[config.mk]
export PLATFORM = sky130hd
export DESIGN_NAME = nfha_ctrl
export DESIGN_NICKNAME = d
export VERILOG_FILES = /design/src/rtl/core/nfha_pkg.sv /design/src/rtl/core/nfha_ctrl.sv
export SDC_FILE = /design/constraint.sdc
export NUM_CORES = 1
export LEC_CHECK = 0
export ABC_CLOCK_PERIOD_IN_PS = 2400
export BUFFER_PORTS_ARGS = -buffer_cell sky130_fd_sc_hd__buf_2
export CAP_MARGIN = 10
export CORE_AREA = 2 2 48 50
export DETAILED_ROUTE_END_ITERATION = 12
export DIE_AREA = 0 0 50 52
export PLACE_DENSITY_LB_ADDON = 0.3
export SLEW_MARGIN = 20
export SYNTH_ARGS = -nofsm -noshare
export SYNTH_HDL_FRONTEND = slang
export SYNTH_SLANG_ARGS = --single-unit
[constraint.sdc]
create_clock -name clk_i -period 2.4 [get_ports clk_i]
set_input_delay 0.48 -clock clk_i [delete_from_list [all_inputs] [get_ports clk_i]]
set_output_delay 0.48 -clock clk_i [all_outputs]
set_load 0.05 [all_outputs]
[src/rtl/core/nfha_pkg.sv]
// Package: shared types, codes and defaults for the next-fit heap allocator.
package nfha_pkg;

  localparam int unsigned ARENA_BYTES_DEF  = 4096;
  localparam int unsigned WORD_BYTES_DEF   = 8;
  localparam int unsigned HEADER_BYTES_DEF = 24;
  localparam int unsigned MIN_ARENA        = 64;

  localparam int unsigned OFF_W  = 12;
  localparam int unsigned REQ_W  = 13;
  localparam int unsigned CPY_W  = 13;
  localparam int unsigned CFG_W  = 13;
  localparam logic [CFG_W-1:0] ARENA_CFG_RST = 13'd4096;

  typedef enum logic [1:0] {
    OP_ALLOC   = 2'd0,
    OP_FREE    = 2'd1,
    OP_REALLOC = 2'd2,
    OP_INIT    = 2'd3
  } op_e;

  typedef enum logic [1:0] {
    ST_DONE  = 2'd0,
    ST_OOM   = 2'd1,
    ST_MOVED = 2'd2
  } status_e;

  typedef struct packed {
    op_e              operation;
    logic [REQ_W-1:0] request_bytes;
    logic [OFF_W-1:0] block_offset;
  } in_item_t;

  typedef struct packed {
    logic [OFF_W-1:0] result_offset;
    status_e          status;
    logic [CPY_W-1:0] copy_bytes;
  } out_item_t;

  typedef enum logic [4:0] {
    UOP_NONE,
    UOP_LOAD,
    UOP_CLR,
    UOP_ALC_START,
    UOP_SCAN,
    UOP_ALC_TAKE,
    UOP_ALC_WS,
    UOP_ALC_WNP,
    UOP_RD_W,
    UOP_CHK,
    UOP_FR_MARK,
    UOP_FR_P,
    UOP_FR_P2,
    UOP_FR_P3,
    UOP_NX_RD,
    UOP_FR_N,
    UOP_FR_N2,
    UOP_FR_N3,
    UOP_RE_N,
    UOP_RE_CLR,
    UOP_RE_W,
    UOP_RE_NNP,
    UOP_RE_WW,
    UOP_SET_OFF
  } uop_e;

  typedef struct packed {
    uop_e    uop;
    logic    out_load;
    status_e out_status;
  } dp_cmd_t;

  typedef struct packed {
    op_e  op;
    logic off_zero;
    logic clr_last;
    logic fit;
    logic stop;
    logic alc_split;
    logic used;
    logic in_place;
    logic merge_prev;
    logic merge_next;
    logic grow_ok;
  } dp_stat_t;

endpackage

[src/rtl/core/nfha_ctrl.sv]
// Controller: operation sequencer and output handshake for the heap allocator.
module nfha_ctrl (
  input  logic               clk_i,
  input  logic               rst_ni,
  input  logic               in_valid_i,
  output logic               in_stall_o,
  output logic               out_valid_o,
  input  logic               out_stall_i,
  input  nfha_pkg::dp_stat_t stat_i,
  output nfha_pkg::dp_cmd_t  cmd_o
);

  typedef enum logic [4:0] {
    S_IDLE, S_DISP, S_CLR, S_ALC0, S_SCAN, S_TAKE, S_WS, S_WNP,
    S_RDW, S_CHK, S_FMARK, S_FP, S_FP2, S_FP3, S_FNRD, S_FN, S_FN2, S_FN3,
    S_SETOFF, S_RNRD, S_RN, S_RCLR, S_RW, S_RNNP, S_RWW, S_DONE
  } state_e;

  state_e            state_q, state_d;
  logic              moving_q, moving_d;
  nfha_pkg::status_e st_q, st_d;
  logic              out_valid_q, out_valid_d;

  assign in_stall_o  = state_q != S_IDLE;
  assign out_valid_o = out_valid_q;

  always_comb begin
    state_d  = state_q;
    moving_d = moving_q;
    st_d     = st_q;
    cmd_o.uop        = nfha_pkg::UOP_NONE;
    cmd_o.out_load   = 1'b0;
    cmd_o.out_status = st_q;
    unique case (state_q)
      S_IDLE: begin
        if (in_valid_i) begin
          cmd_o.uop = nfha_pkg::UOP_LOAD;
          moving_d  = 1'b0;
          state_d   = S_DISP;
        end
      end
      S_DISP: begin
        unique case (stat_i.op)
          nfha_pkg::OP_ALLOC:   state_d = S_ALC0;
          nfha_pkg::OP_FREE:    state_d = S_RDW;
          nfha_pkg::OP_REALLOC: state_d = stat_i.off_zero ? S_ALC0 : S_RDW;
          nfha_pkg::OP_INIT:    state_d = S_CLR;
        endcase
      end
      S_CLR: begin
        cmd_o.uop = nfha_pkg::UOP_CLR;
        if (stat_i.clr_last) begin
          st_d = nfha_pkg::ST_DONE; state_d = S_DONE;
        end
      end
      S_ALC0: begin
        cmd_o.uop = nfha_pkg::UOP_ALC_START; state_d = S_SCAN;
      end
      S_SCAN: begin
        cmd_o.uop = nfha_pkg::UOP_SCAN;
        priority if (stat_i.fit) state_d = S_TAKE;
        else if (stat_i.stop) begin
          st_d = nfha_pkg::ST_OOM; state_d = S_DONE;
        end
      end
      S_TAKE, S_WNP: begin
        cmd_o.uop = (state_q == S_TAKE) ? nfha_pkg::UOP_ALC_TAKE : nfha_pkg::UOP_ALC_WNP;
        priority if (state_q == S_TAKE && stat_i.alc_split) state_d = S_WS;
        else if (moving_q) state_d = S_RDW;
        else begin
          st_d = nfha_pkg::ST_DONE; state_d = S_DONE;
        end
      end
      S_WS: begin
        cmd_o.uop = nfha_pkg::UOP_ALC_WS; state_d = S_WNP;
      end
      S_RDW: begin
        cmd_o.uop = nfha_pkg::UOP_RD_W; state_d = S_CHK;
      end
      S_CHK: begin
        cmd_o.uop = nfha_pkg::UOP_CHK;
        priority if (moving_q) state_d = S_FMARK;
        else if (stat_i.op == nfha_pkg::OP_FREE) begin
          if (stat_i.used) state_d = S_FMARK;
          else begin
            st_d = nfha_pkg::ST_DONE; state_d = S_DONE;
          end
        end else if (!stat_i.used) begin
          st_d = nfha_pkg::ST_OOM; state_d = S_DONE;
        end else if (stat_i.in_place) state_d = S_SETOFF;
        else state_d = S_RNRD;
      end
      S_FMARK: begin
        cmd_o.uop = nfha_pkg::UOP_FR_MARK; state_d = S_FP;
      end
      S_FP: begin
        cmd_o.uop = nfha_pkg::UOP_FR_P;
        state_d = stat_i.merge_prev ? S_FP2 : S_FNRD;
      end
      S_FP2: begin
        cmd_o.uop = nfha_pkg::UOP_FR_P2; state_d = S_FP3;
      end
      S_FP3: begin
        cmd_o.uop = nfha_pkg::UOP_FR_P3; state_d = S_FNRD;
      end
      S_FNRD: begin
        cmd_o.uop = nfha_pkg::UOP_NX_RD; state_d = S_FN;
      end
      S_FN, S_FN3: begin
        cmd_o.uop = (state_q == S_FN) ? nfha_pkg::UOP_FR_N : nfha_pkg::UOP_FR_N3;
        if (state_q == S_FN && stat_i.merge_next) state_d = S_FN2;
        else begin
          st_d    = moving_q ? nfha_pkg::ST_MOVED : nfha_pkg::ST_DONE;
          state_d = S_DONE;
        end
      end
      S_FN2: begin
        cmd_o.uop = nfha_pkg::UOP_FR_N2; state_d = S_FN3;
      end
      S_SETOFF, S_RWW: begin
        cmd_o.uop = (state_q == S_SETOFF) ? nfha_pkg::UOP_SET_OFF : nfha_pkg::UOP_RE_WW;
        st_d = nfha_pkg::ST_DONE; state_d = S_DONE;
      end
      S_RNRD: begin
        cmd_o.uop = nfha_pkg::UOP_NX_RD; state_d = S_RN;
      end
      S_RN: begin
        cmd_o.uop = nfha_pkg::UOP_RE_N;
        if (stat_i.grow_ok) state_d = S_RCLR;
        else begin
          moving_d = 1'b1; state_d = S_ALC0;
        end
      end
      S_RCLR: begin
        cmd_o.uop = nfha_pkg::UOP_RE_CLR; state_d = S_RW;
      end
      S_RW: begin
        cmd_o.uop = nfha_pkg::UOP_RE_W; state_d = S_RNNP;
      end
      S_RNNP: begin
        cmd_o.uop = nfha_pkg::UOP_RE_NNP; state_d = S_RWW;
      end
      S_DONE: begin
        if (!out_valid_q || !out_stall_i) begin
          cmd_o.out_load = 1'b1; state_d = S_IDLE;
        end
      end
      default: state_d = S_IDLE;
    endcase
  end

  always_comb begin
    out_valid_d = out_valid_q;
    if (cmd_o.out_load) out_valid_d = 1'b1;
    else if (!out_stall_i) out_valid_d = 1'b0;
  end

  always_ff @(posedge clk_i or negedge rst_ni) begin
    if (!rst_ni) begin
      state_q     <= S_IDLE;
      moving_q    <= 1'b0;
      st_q        <= nfha_pkg::ST_DONE;
      out_valid_q <= 1'b0;
    end else begin
      state_q     <= state_d;
      moving_q    <= moving_d;
      st_q        <= st_d;
      out_valid_q <= out_valid_d;
    end
  end

endmodule

==> results of run 1 <==
## sequential cells by signal, indices dropped and copies added, names as in the netlist
name         cells
out_valid_o      1
moving_q         1
state_q          5
st_q             2
## critical path, cell delays in order, from the launching register on
cell	delay, ns
dfrtp_1	0.59
buf_4	0.22
inv_1	0.08
o21ai_0	0.17
a21oi_1	0.06
o21ai_1	0.11
buf_2	0.27
## cells by family after synthesis
kind of cell	count (synthesis)	share of synthesized area
flops	9	0.200
compound gates	56	0.338
mux	3	0.0288
simple gates	68	0.302
xor+xnor	2	0.0222
buf+inv	22	0.110
## area by class of cell
type / count / area share
multi-input cells: 129 / 0.603
flip-flops and latches: 9 / 0.176
repair buffers: 35 / 0.154
well taps: 28 / 0.0269
clock buffers: 4 / 0.0202
inverters: 7 / 0.0202
## timing repair
action | in CTS | in global routing
hold buffers | 0 | 0
endpoints found under the hold margin | 0 | 0
endpoints found under the setup margin | 0 | 3
resized for setup | 0 | 3
## report_power, final
group          total [mW]  internal, mW  leakage [nW]  switching (mW)
Sequential          0.402         0.215         0.114           0.187
Combinational        1.46         0.541         0.437           0.918
Clock               0.109        0.0636        0.0150          0.0456
Total                1.97         0.820         0.566            1.15
## cell usage after synthesis (2+ instances only)
cell      instances
nand2_1          22
o21ai_0          15
a21oi_1          12
nor3_1           12
dfrtp_1           9
buf_4             8
nor2_1            8
nor2b_1           7
inv_1             6
nand3_1           6
a31oi_1           4
buf_2             3
clkbuf_1          3
o211ai_1          3
o31ai_1           3
o41a_1            3
a211oi_1          2
a22o_1            2
a311o_1           2
mux2_1            2
nand2b_1          2
nor3b_1           2
o221ai_1          2
o22ai_1           2
or2_2             2
## stage by stage
| step | std cells | hold slack (ns) |
|---|---|---|
| after global placement | 208 | 0.335 |
| final | 212 | 0.0668 |
| after global routing | 212 | 0.0736 |
| after detailed placement | 208 | 0.338 |
| after floorplan | 160 | 0.184 |
| after CTS | 212 | 0.0677 |
## final timing paths
kind                       slack (ns)  cells past startpoint          end
max                              0.16                      6     cmd_o[3]
min                              0.07                      1  out_valid_o
max reg2reg                      0.34                      6      st_q[0]
min reg2reg                      0.50                      1      st_q[1]
max in group asynchronous        2.14                      1   state_q[2]
min in group clk_i               0.47                      3  out_valid_o
## per-layer routing
layer / track usage / vias to the layer above
li1: - / 647
met1: 0.345 / 593
met2: 0.513 / 79
met3: 0.0201 / 6
met4: 0.0972 / 0
met5: 0 / -
==> metrics list, run 1 <==
* Final Wtd Congestion: 0.935
- Antenna violations before repair: 0
- Fillers: 207
- Entering global routing, the biggest net connects 24 pins.
- Level count of the clock H-tree: 1
* Layout overhead on the synthesized area: 15.3%
- Buffers inserted during clock tree synthesis total 3.
- Top sig layer: met4
- Vias per cell: between 6 and 7
- Most frequent standard cell in the layout excluding fill and tap cells: buf_2
* Total chip power: slightly below 2 mW
* Final-report setup violation count: 0
* Count of input and output buffers: 25
- Setup Total Neg Slack: 0 ns
- Buffer cell driving the clock tree root: clkbuf_4
- Maximum operating frequency: between 400 and 500 MHz
- Ranked by total cell area, the synthesized netlist is headed by dfrtp_1, nand2_1, o21ai_0.
- After legalization and detailed placement, the total HPWL measured about 2.6 mm.
* Cell count after synthesis: 160
* Buffer count from post-CTS setup fixing: 0
- Power spread over the standard cell area amounts to between 1500 and 2000 nW/um2.
- Final Max Slew Viols: 0
* Clock insertion delay at the later pin of the skew report: between 0.2 and 0.3 ns
* Post-layout instance area: 1300 um2
- Overall die width: 50 um
- Of the cells placed in the final design, the portion with a size suffix greater than 1 is 0.261.
- Final antenna diode count: 0
* Wire length of the first global-routing pass: between 5 and 6 mm
- Predominant post-synthesis flop cell: dfrtp_1
- Met3 routed WL: between 200 and 300 um
- The min-delay analysis places its worst path in the category input port to async pin.
- The clock arrives with ~0.0034 ns of skew.
- Share of flip-flops with an asynchronous set or reset: 1.00
- The worst setup path is of the flop to primary output kind.
* I/O pins: 26
* Summed instance area of the synthesized netlist: approximately 1100 um2
* Detailed Route WL: between 3 and 4 mm
- STA puts the critical path data required time at about 1.9 ns.
- The average instance in the mapped netlist occupies ~7 um2.
- The hold violation count in the final report is 0.
* Net count reported at finish: between 200 and 250
* CTS clock-pin slew for the worst setup and hold paths: around 0.06 ns
* Maximum clock insertion buffer count: 2
* DRT antenna net count: 0
- Clock tree from TritonCTS: yes
* Number of violations reported at the end of detailed-routing iteration 0: 72
- Dividing the detail-routed wire length by the instance count gives about 16 um.
- Synthesis produced a netlist with a net count of between 150 and 200.
- Summing all multi-input logic gate instances after layout gives ~780 um2.
- The pre-antenna-repair detailed-routing pass consisted of 4 iterations.
* Number of max-cap violations: 0
- Once layout is complete, the utilization of the core stands at 0.618.
- DRC violation count after routing: 0
- For this block, wires on met1 add up to 1.35 mm.
- Number of global-route vias before repair: around 1,200
* Worst slew margin relative to its limit: 0.681
- For this design, the sink count on the clock tree is 9.
- Max VDD drop: 0.994 mV
* Arrival time of data at the critical path endpoint: 1.76 ns
* Setup repair after global routing missed its margin: false
- Commonest non-fill, non-tap cells in the layout: buf_2, nand2_1, o21ai_0, nor3_1, a21oi_1
- Along the worst path, the maximum fanout reaches 12.
- Die outline area: between 2000 and 3000 um2
- Detailed routing placed a total of around 1.6 mm of wire on met2.
* All-Layer GR Usage: 0.281
- Combined flip-flop and latch cell area: approximately 230 um2
- Synthesis inferred 9 register bits.
- The synthesized design contains 0 enable-type register cells.
- Worst slack at placement: around 0.28 ns
- STA classifies the critical path startpoint as a flop.
- For this configuration, the core starts out at a cell density of 0.536.
- Transition time at the pin with the least slew margin: roughly 0.47 ns
* Placement Cell Area: around 1300 um2
- STA classifies the critical path endpoint as a primary output.
* Post-synth top area share: 0.200
- Final period utilization: 0.931
- In this run the critical register-to-register path is launched from state_q[0].
- Result of the run: finished clean
- The smallest clock period supported by the final layout is computed as about 2.2 ns.
- Total vias in the final route: roughly 1,300
- Top cell type by total area after synthesis: dfrtp_1
* Unique masters post-synth: 43
* Die Height: 52 um
- The total overflow left after global routing is 0.
- Synthesis warning total: 0
- Once routing completed, OpenROAD measured the worst setup slack at approximately 0.16 ns.
- The share of the Yosys chip area taken by registers is 0.200.
- Leakage power summed over all cells: 0.566 nW
- The floorplan has 17 rows.
- The total area inside the core boundary comes to between 2000 and 2500 um2.
* Critical path origin: state_q[0]
No activity file was read; power rests on OpenSTA's default activity.
==> run 2, diff against run 1 <==
--- a/config.mk
+++ b/config.mk
@@ -10,5 +10,5 @@
 export CAP_MARGIN = 10
-export CORE_AREA = 2 2 48 50
+export CORE_AREA = 2 2 71 73
 export DETAILED_ROUTE_END_ITERATION = 12
-export DIE_AREA = 0 0 50 52
+export DIE_AREA = 0 0 73 75
 export PLACE_DENSITY_LB_ADDON = 0.3
==> constraint.sdc (replaced) <==
create_clock -name clk_i -period 2.4 [get_ports clk_i]
set_input_delay 0.36 -clock clk_i [delete_from_list [all_inputs] [get_ports clk_i]]
set_output_delay 0.36 -clock clk_i [all_outputs]
set_load 0.05 [all_outputs]
==> run 2 against run 1 <==
Against the previous run:
- worst hold slack better by 0.30 ns
- combinational power is 6% higher
- sequential share of layout area is 1.2 points lower
- utilization is 32 points lower
- global-route usage is 14 points lower
- critical path depth stayed put
- total power is 5.1% higher
- first-iteration DRC count is 71% higher
- highest routed layer unchanged
==> metrics list, run 2 (synthesis gave the netlist of run 1 again) <==
- Switching Power: 1.18 mW (+2.5%)
* Top register by number of flip-flops: state_q
* Final period utilization: 0.926 (-0.00574)
- Count of cells along the worst register-to-register path: 5 (-1)
* Net count reported at finish: 205 (+2.0%)
* Tmin final: 2.22 ns (-0.0138 ns)
- Post-layout instance area: 1380 um2 (+6.3%)
* # clock sinks: 9 (unchanged)
* P per Cell Area: 1500 nW/um2 (-1.1%)
- The critical path required time is 2.04 ns (+0.12 ns).
- Final HPWL from detailed placement: 2.97 mm (+13%)
- Share of post-route cells with drive strength above 1: 0.261 (about the same)
* Flop pwr share: 0.165 (-0.039)
- Setup Total Neg Slack: 0 ns (unchanged)
* Worst hold path endpoint: moving_q
* Commonest non-fill, non-tap cells in the layout: buf_2, nand2_1, o21ai_0, buf_4
- Die outline area: 5480 um2 (+110%)
* Kind of start point of the critical path: flop
- Buffer count from post-CTS setup fixing: 0 (unchanged)
- Wire length of the first global-routing pass: 6.19 mm (+11%)
- The antenna cell count is 0 (unchanged).
- Level count of the clock H-tree: 1 (unchanged)
* Largest registers in the final layout: state_q x5, st_q x2
- The critical path is of the flop to primary output type.
* Clock insertion delay at the later pin of the skew report: 0.23 ns (-0.02 ns)
- In this run the critical register-to-register path is launched from state_q[1].
- The number of nets with antenna violations after detailed routing is 0 (unchanged).
- Largest register FFs: 5 (unchanged)
* Placement Cell Area: 1330 um2 (+4.3%)
- Routed WL per cell: 15.2 um (-2.9%)
- The largest fanout of any net on the critical path is 20 (+8).
* Maximum clock insertion buffer count: 2 (unchanged)
- Combined flip-flop and latch cell area: 226 um2 (-1.1%)
* Result of the run: finished clean
- The achievable frequency was 450 MHz (+0.62%).
- Final Max Slew Viols: 0 (unchanged)
- Pint: 0.891 mW (+8.6%)
- Total global routing overflow: 0 (unchanged)
- The final weighted congestion of routability-driven global placement was 0.919 (-1.7%).
- Footprint of the multi-input gates: 785 um2 (unchanged)
- In this run the critical register-to-register path is captured at st_q[0].
- The number of cell rows was 25 (+8).
- The clock slew at the register clock pins of the worst setup and hold paths came to 0.05 ns (about the same).
* Total vias in the final route: 1,316 (-0.68%)
- DP Cell Count: 237 (+14%)
* Core area: 4660 um2 (+120%)
- Maximum number of pins on one net before global-route repair: 21 (-13%)
- Setup repair after global routing missed its margin: false
- The maximum vdd ir drop is 0.535 mV (-46%).
* Worst min-delay path category: input port to flop
* Total chip power: 2.07 mW (+5.1%)
- Vias per cell: 5.44 (-13%)
* Total clock buffers created by CTS: 3 (unchanged)
- The fraction of power spent switching nets was 0.570 (-0.0142).
- Count of input and output buffers: 25 (unchanged)
- The number of remaining DRC errors came to 0 (unchanged).
- Overall die width: 73 um (+46%)
* Antenna violations before repair: 0 (unchanged)
- Fillers: 530 (+160%)
- Number of detailed-routing iterations run before antenna repair: 4 (unchanged)
- Number of global-route vias before repair: 1,276 (+2.6%)
* Number of failing hold endpoints at the final stage: 0 (unchanged)
* Buffer cell driving the clock tree root: clkbuf_8
* I/O pins: 26 (unchanged)
- The clock group share of total power is 0.085 (+0.030).
- TritonCTS built the clock tree.
- The worst hold path begins at in_valid_i.
- The leakage power summed over all cells was 0.595 nW (+5.2%).
- Starting utilization of the core area: 0.242 (-0.294)
- The overall routed net length was 3.68 mm (+11%).
- Die Height: 75 um (+44%)
- The DRC marker count from the first detailed-route iteration is 123 (+71%).
* Most frequent standard cell in the layout excluding fill and tap cells: buf_2
- The number of max-cap violations was 0 (unchanged).
- Hold Crit Depth: 2
* Setup slack, reg-to-reg: 0.36 ns (+0.02 ns)
* Final-report setup violation count: 0 (unchanged)
- Post-route clock skew: 0.00147 ns (-0.00194 ns)
* Arrival time of data at the critical path endpoint: 1.86 ns (+0.10 ns)
- The slew at the pin closest to its max-slew limit was 0.600 ns (+0.134 ns).
- Combinational group share of total power: 0.750 (+0.009)
* Type of element capturing the critical path: primary output
- The total global routing track utilization came to 0.144 (-0.137).
- Worst slew margin relative to its limit: 0.600 (-0.0811)
- From synthesis to final layout, the design area changed by 22.5%.
- Fin cells: 242 (+14%)
[run 2: cell types whose count changed in the layout (fill, tap and decap cells not counted), sizes merged]
cell / change
buf: +3
dlygate4sd3: +1
[run 2: power groups by stage]
stage / combinational [mW] / sequential (mW) / clock [mW]
after floorplan: 1.23 / 0.296 / 0
after global placement: 1.56 / 0.339 / 0
after detailed placement: 1.55 / 0.337 / 0
after CTS: 1.55 / 0.336 / 0.184
after global routing: 1.69 / 0.355 / 0.192
final: 1.55 / 0.342 / 0.176
[run 2: metal layers]
metal,wire (um),global-route usage
met3,225,0.0187
met2,1720,0.230
met4,23,0.0453
met1,1720,0.201
met5,0,0
[run 2: cell type report]
cell class,count,area share
Clock buffer,4,0.0326
Inverter,7,0.0190
Multi-Input combinational cell,129,0.567
Sequential cell,9,0.164
Tap cell,54,0.0489
Timing Repair Buffer,39,0.168
[run 2: repair_timing]
| action | in CTS | in global routing |
|---|---|---|
| hold endpoints to repair | 9 | 0 |
| endpoints found under the setup margin | 0 | 2 |
| hold buffers | 1 | 0 |
| resized for setup | 0 | 1 |
[run 2: how the worst max path moves through the flow]
stage	slack, ns	endpoint	start	cells past startpoint
3_5_place_dp	0.39	st_q[0]	state_q[3]	6
6_report	0.18	cmd_o[3]	state_q[1]	6
2_1_floorplan	0.27	cmd_o[7]	state_q[3]	7
5_1_grt	0.03	cmd_o[3]	state_q[1]	6
3_3_place_gp	0.37	cmd_o[5]	state_q[3]	6
4_1_cts	0.17	cmd_o[4]	state_q[3]	5
[run 2: critical path, cell delays in order, from the launching register on]
cell     delay, ns
dfrtp_1       0.72
inv_1         0.25
nand2_1       0.15
o21ai_0       0.09
a21oi_1       0.15
o21ai_1       0.06
buf_2         0.21
[run 2: stage by stage]
stage	hold WS (ns)	utilization	setup WS, ns
6_report	0.371	0.297	0.179
5_1_grt	0.390	0.297	0.0310
3_3_place_gp	0.231	0.285	0.374
2_1_floorplan	0.0644	-	0.265
4_1_cts	0.372	0.296	0.171
3_5_place_dp	0.233	0.285	0.393
==> run 3, diff against run 2 <==
- ABC_CLOCK_PERIOD_IN_PS: 2400 -> unset
- CORE_AREA: 2 2 71 73 -> 2 2 48 50
- DIE_AREA: 0 0 73 75 -> 0 0 50 52
==> run 3 against run 2 <==
Against the previous run:
- clock skew rose by 0.0079 ns
- total power fell by 5.0%
- wire length fell by 10%
- largest cell class unchanged
- critical path depth fell by 2
- utilization rose by 32 points
- sequential cell count did not move
- register-to-register slack improved by 0.07 ns
- via count rose by 2.6%
- count of clock-buffer cells in the layout fell by 1
- global-route usage rose by 13 points
- first-iteration DRC count fell by 32%
- combinational power fell by 4%
==> metrics list, run 3 (synthesis gave the netlist of run 1 again) <==
- Result of the run: finished clean
* Transition time at the pin with the least slew margin: 0.419 ns (-0.181 ns)
- The number of global-route vias before repair was 1,197 (-6.2%).
- Clock tree from TritonCTS: yes
* Final HPWL from detailed placement: 2.55 mm (-14%)
- Overall die width: 50 um (-32%)
* Post-layout instance area: 1300 um2 (-6.1%)
- Buffer count from post-CTS setup fixing: 0 (unchanged)
- The flip-flop count of the largest register, all copies and words added came to 5 (unchanged).
- The core footprint is 2110 um2 (-55%).
- STA classifies the critical path endpoint as a primary output.
- The total global routing track utilization is 0.271 (+0.127).
- Starting utilization of the core area: 0.536 (+0.294)
* Clock insertion delay at the later pin of the skew report: 0.27 ns (+0.04 ns)
- Worst hold slack across all endpoints: 0.322 ns (-0.0494 ns)
- The minimum period implied by the final worst setup slack was 2.17 ns (-0.0537 ns).
- The max-slew violation total from the final report was 0 (unchanged).
- Max VDD drop: 0.935 mV (+75%)
* Share of post-route cells with drive strength above 1: 0.257 (-0.00381)
- Routed WL per cell: 15.7 um (+3.1%)
- The floorplan die area is 2600 um2 (-53%).
- The overall routed net length was 3.31 mm (-10%).
- The area growth from synthesis to layout is 15.1%.
- The via density per instance was 6.40 (+18%).
- In the final layout, the registers with the most flip-flops are state_q x5, st_q x2.
- The initial antenna violation count is 0 (unchanged).
- Number of failing hold endpoints at the final stage: 0 (unchanged)
- DRT antenna net count: 0 (unchanged)
- The largest net degree at the start of global routing was 24 (+14%).
* Total clock buffers created by CTS: 3 (unchanged)
- The achievable frequency came to 461 MHz (+2.5%).
- CTS clock-pin slew for the worst setup and hold paths: 0.07 ns (+0.02 ns)
* Crit path max fanout: 9 (-55%)
- The final weighted congestion of routability-driven global placement came to 1.02 (+11%).
* Maximum clock insertion buffer count: 2 (unchanged)
- Arrival time of data at the critical path endpoint: 1.81 ns (-0.05 ns)
- Final period utilization: 0.903 (-0.0224)
* Std-Cell Rows: 17 (-32%)
* DRC violation count after routing: 0 (unchanged)
- Setup slack, reg-to-reg: 0.43 ns (+0.07 ns)
* Buffer cell driving the clock tree root: clkbuf_4
* Setup Total Neg Slack: 0 ns (unchanged)
- The power consumption is 1.97 mW (-5.0%).
- Number of violations reported at the end of detailed-routing iteration 0: 84 (-32%)
- Fillers: 179 (-66%)
* Total vias in the final route: 1,350 (+2.6%)
- Worst min-delay path category: input port to flop
- Setup repair after global routing missed its margin: false
- Die Height: 52 um (-31%)
- The library cell used most frequently in the layout, excluding fill and tap cells, is buf_2.
- The worst-case setup margin in the final layout was 0.232 ns (+0.0537 ns).
- Worst slew margin relative to its limit: 0.720 (+0.120)
* Placement Cell Area: 1260 um2 (-5.3%)
- Net count reported at finish: 200 (-2.4%)
- Total global routing overflow: 0 (unchanged)
* # clock sinks: 9 (unchanged)
- Leakage power summed over all cells: 0.565 nW (-5.1%)
* Worst path required time: 2.04 ns (about the same)
* Number of detailed-routing iterations run before antenna repair: 5 (+1)
* Final-report setup violation count: 0 (unchanged)
- Kind of start point of the critical path: flop
- The total of buffers placed on input and output ports is 25 (unchanged).
* Post-route clock skew: 0.00940 ns (+0.00793 ns)
- The wire length of the first global-routing pass is 5.31 mm (-14%).
- The boundary pin count came to 26 (unchanged).
- P per Cell Area: 1510 nW/um2 (+1.2%)
- The register with the most flip-flops in the final layout is state_q.
- The antenna cell count came to 0 (unchanged).
- The post-placement setup slack is 0.326 ns (-0.0663 ns).
* Commonest non-fill, non-tap cells in the layout: buf_2, nand2_1, o21ai_0, nor3_1, a21oi_1
* Level count of the clock H-tree: 1 (unchanged)
- Number of max-cap violations: 0 (unchanged)
* WS Path Type: flop to primary output
-- run 3: critical path: stages (launching register included) --
cell and delay [ns]:
dfrtp_1 0.55, clkinv_1 0.35, nor2_1 0.23, a22o_1 0.15, buf_2 0.25
-- run 3: final timing paths --
| check | start | end | cells past startpoint |
|---|---|---|---|
| max | state_q[4] | cmd_o[4] | 4 |
| max reg2reg | state_q[4] | st_q[0] | 6 |
| min | out_stall_i | out_valid_o | 3 |
| max in group asynchronous | rst_ni | state_q[3] | 2 |
| min in group asynchronous | rst_ni | state_q[0] | 2 |
| min reg2reg | st_q[1] | st_q[1] | 1 |
-- run 3: layout make-up --
class	instances	area (um2)	area share
clock buffer	3	22.5	0.0173
tap	28	35.0	0.0270
sequential	9	228	0.175
multi-input combinational	129	787	0.606
clock inverter	1	5.00	0.00385
inverter	7	26.3	0.0202
timing repair buffer	34	195	0.150
-- run 3: repair_timing --
item / CTS / global route
hold buffers: 1 / 0
resized for setup: 0 / 3
endpoints found under the hold margin: 9 / 0
endpoints found under the setup margin: 0 / 2
-- run 3: through the flow --
step / cells / utilization
3_5_place_dp: 206 / 0.597
2_1_floorplan: 160 / -
6_report: 211 / 0.617
4_1_cts: 211 / 0.614
3_3_place_gp: 206 / 0.597
5_1_grt: 211 / 0.617
-- run 3: routing by layer --
metal | GRT usage | vias to the layer above | part of all wire
li1 | - | 641 | -
met1 | 0.330 | 592 | 0.40
met2 | 0.476 | 102 | 0.48
met3 | 0.0144 | 15 | 0.092
met4 | 0.153 | 0 | 0.033
met5 | 0 | - | 0
-- run 3: where the power goes --
part,internal (mW),switching (mW)
logic,0.526,0.968
clock network,0.0617,0.0587
registers,0.215,0.138
total,0.803,1.16
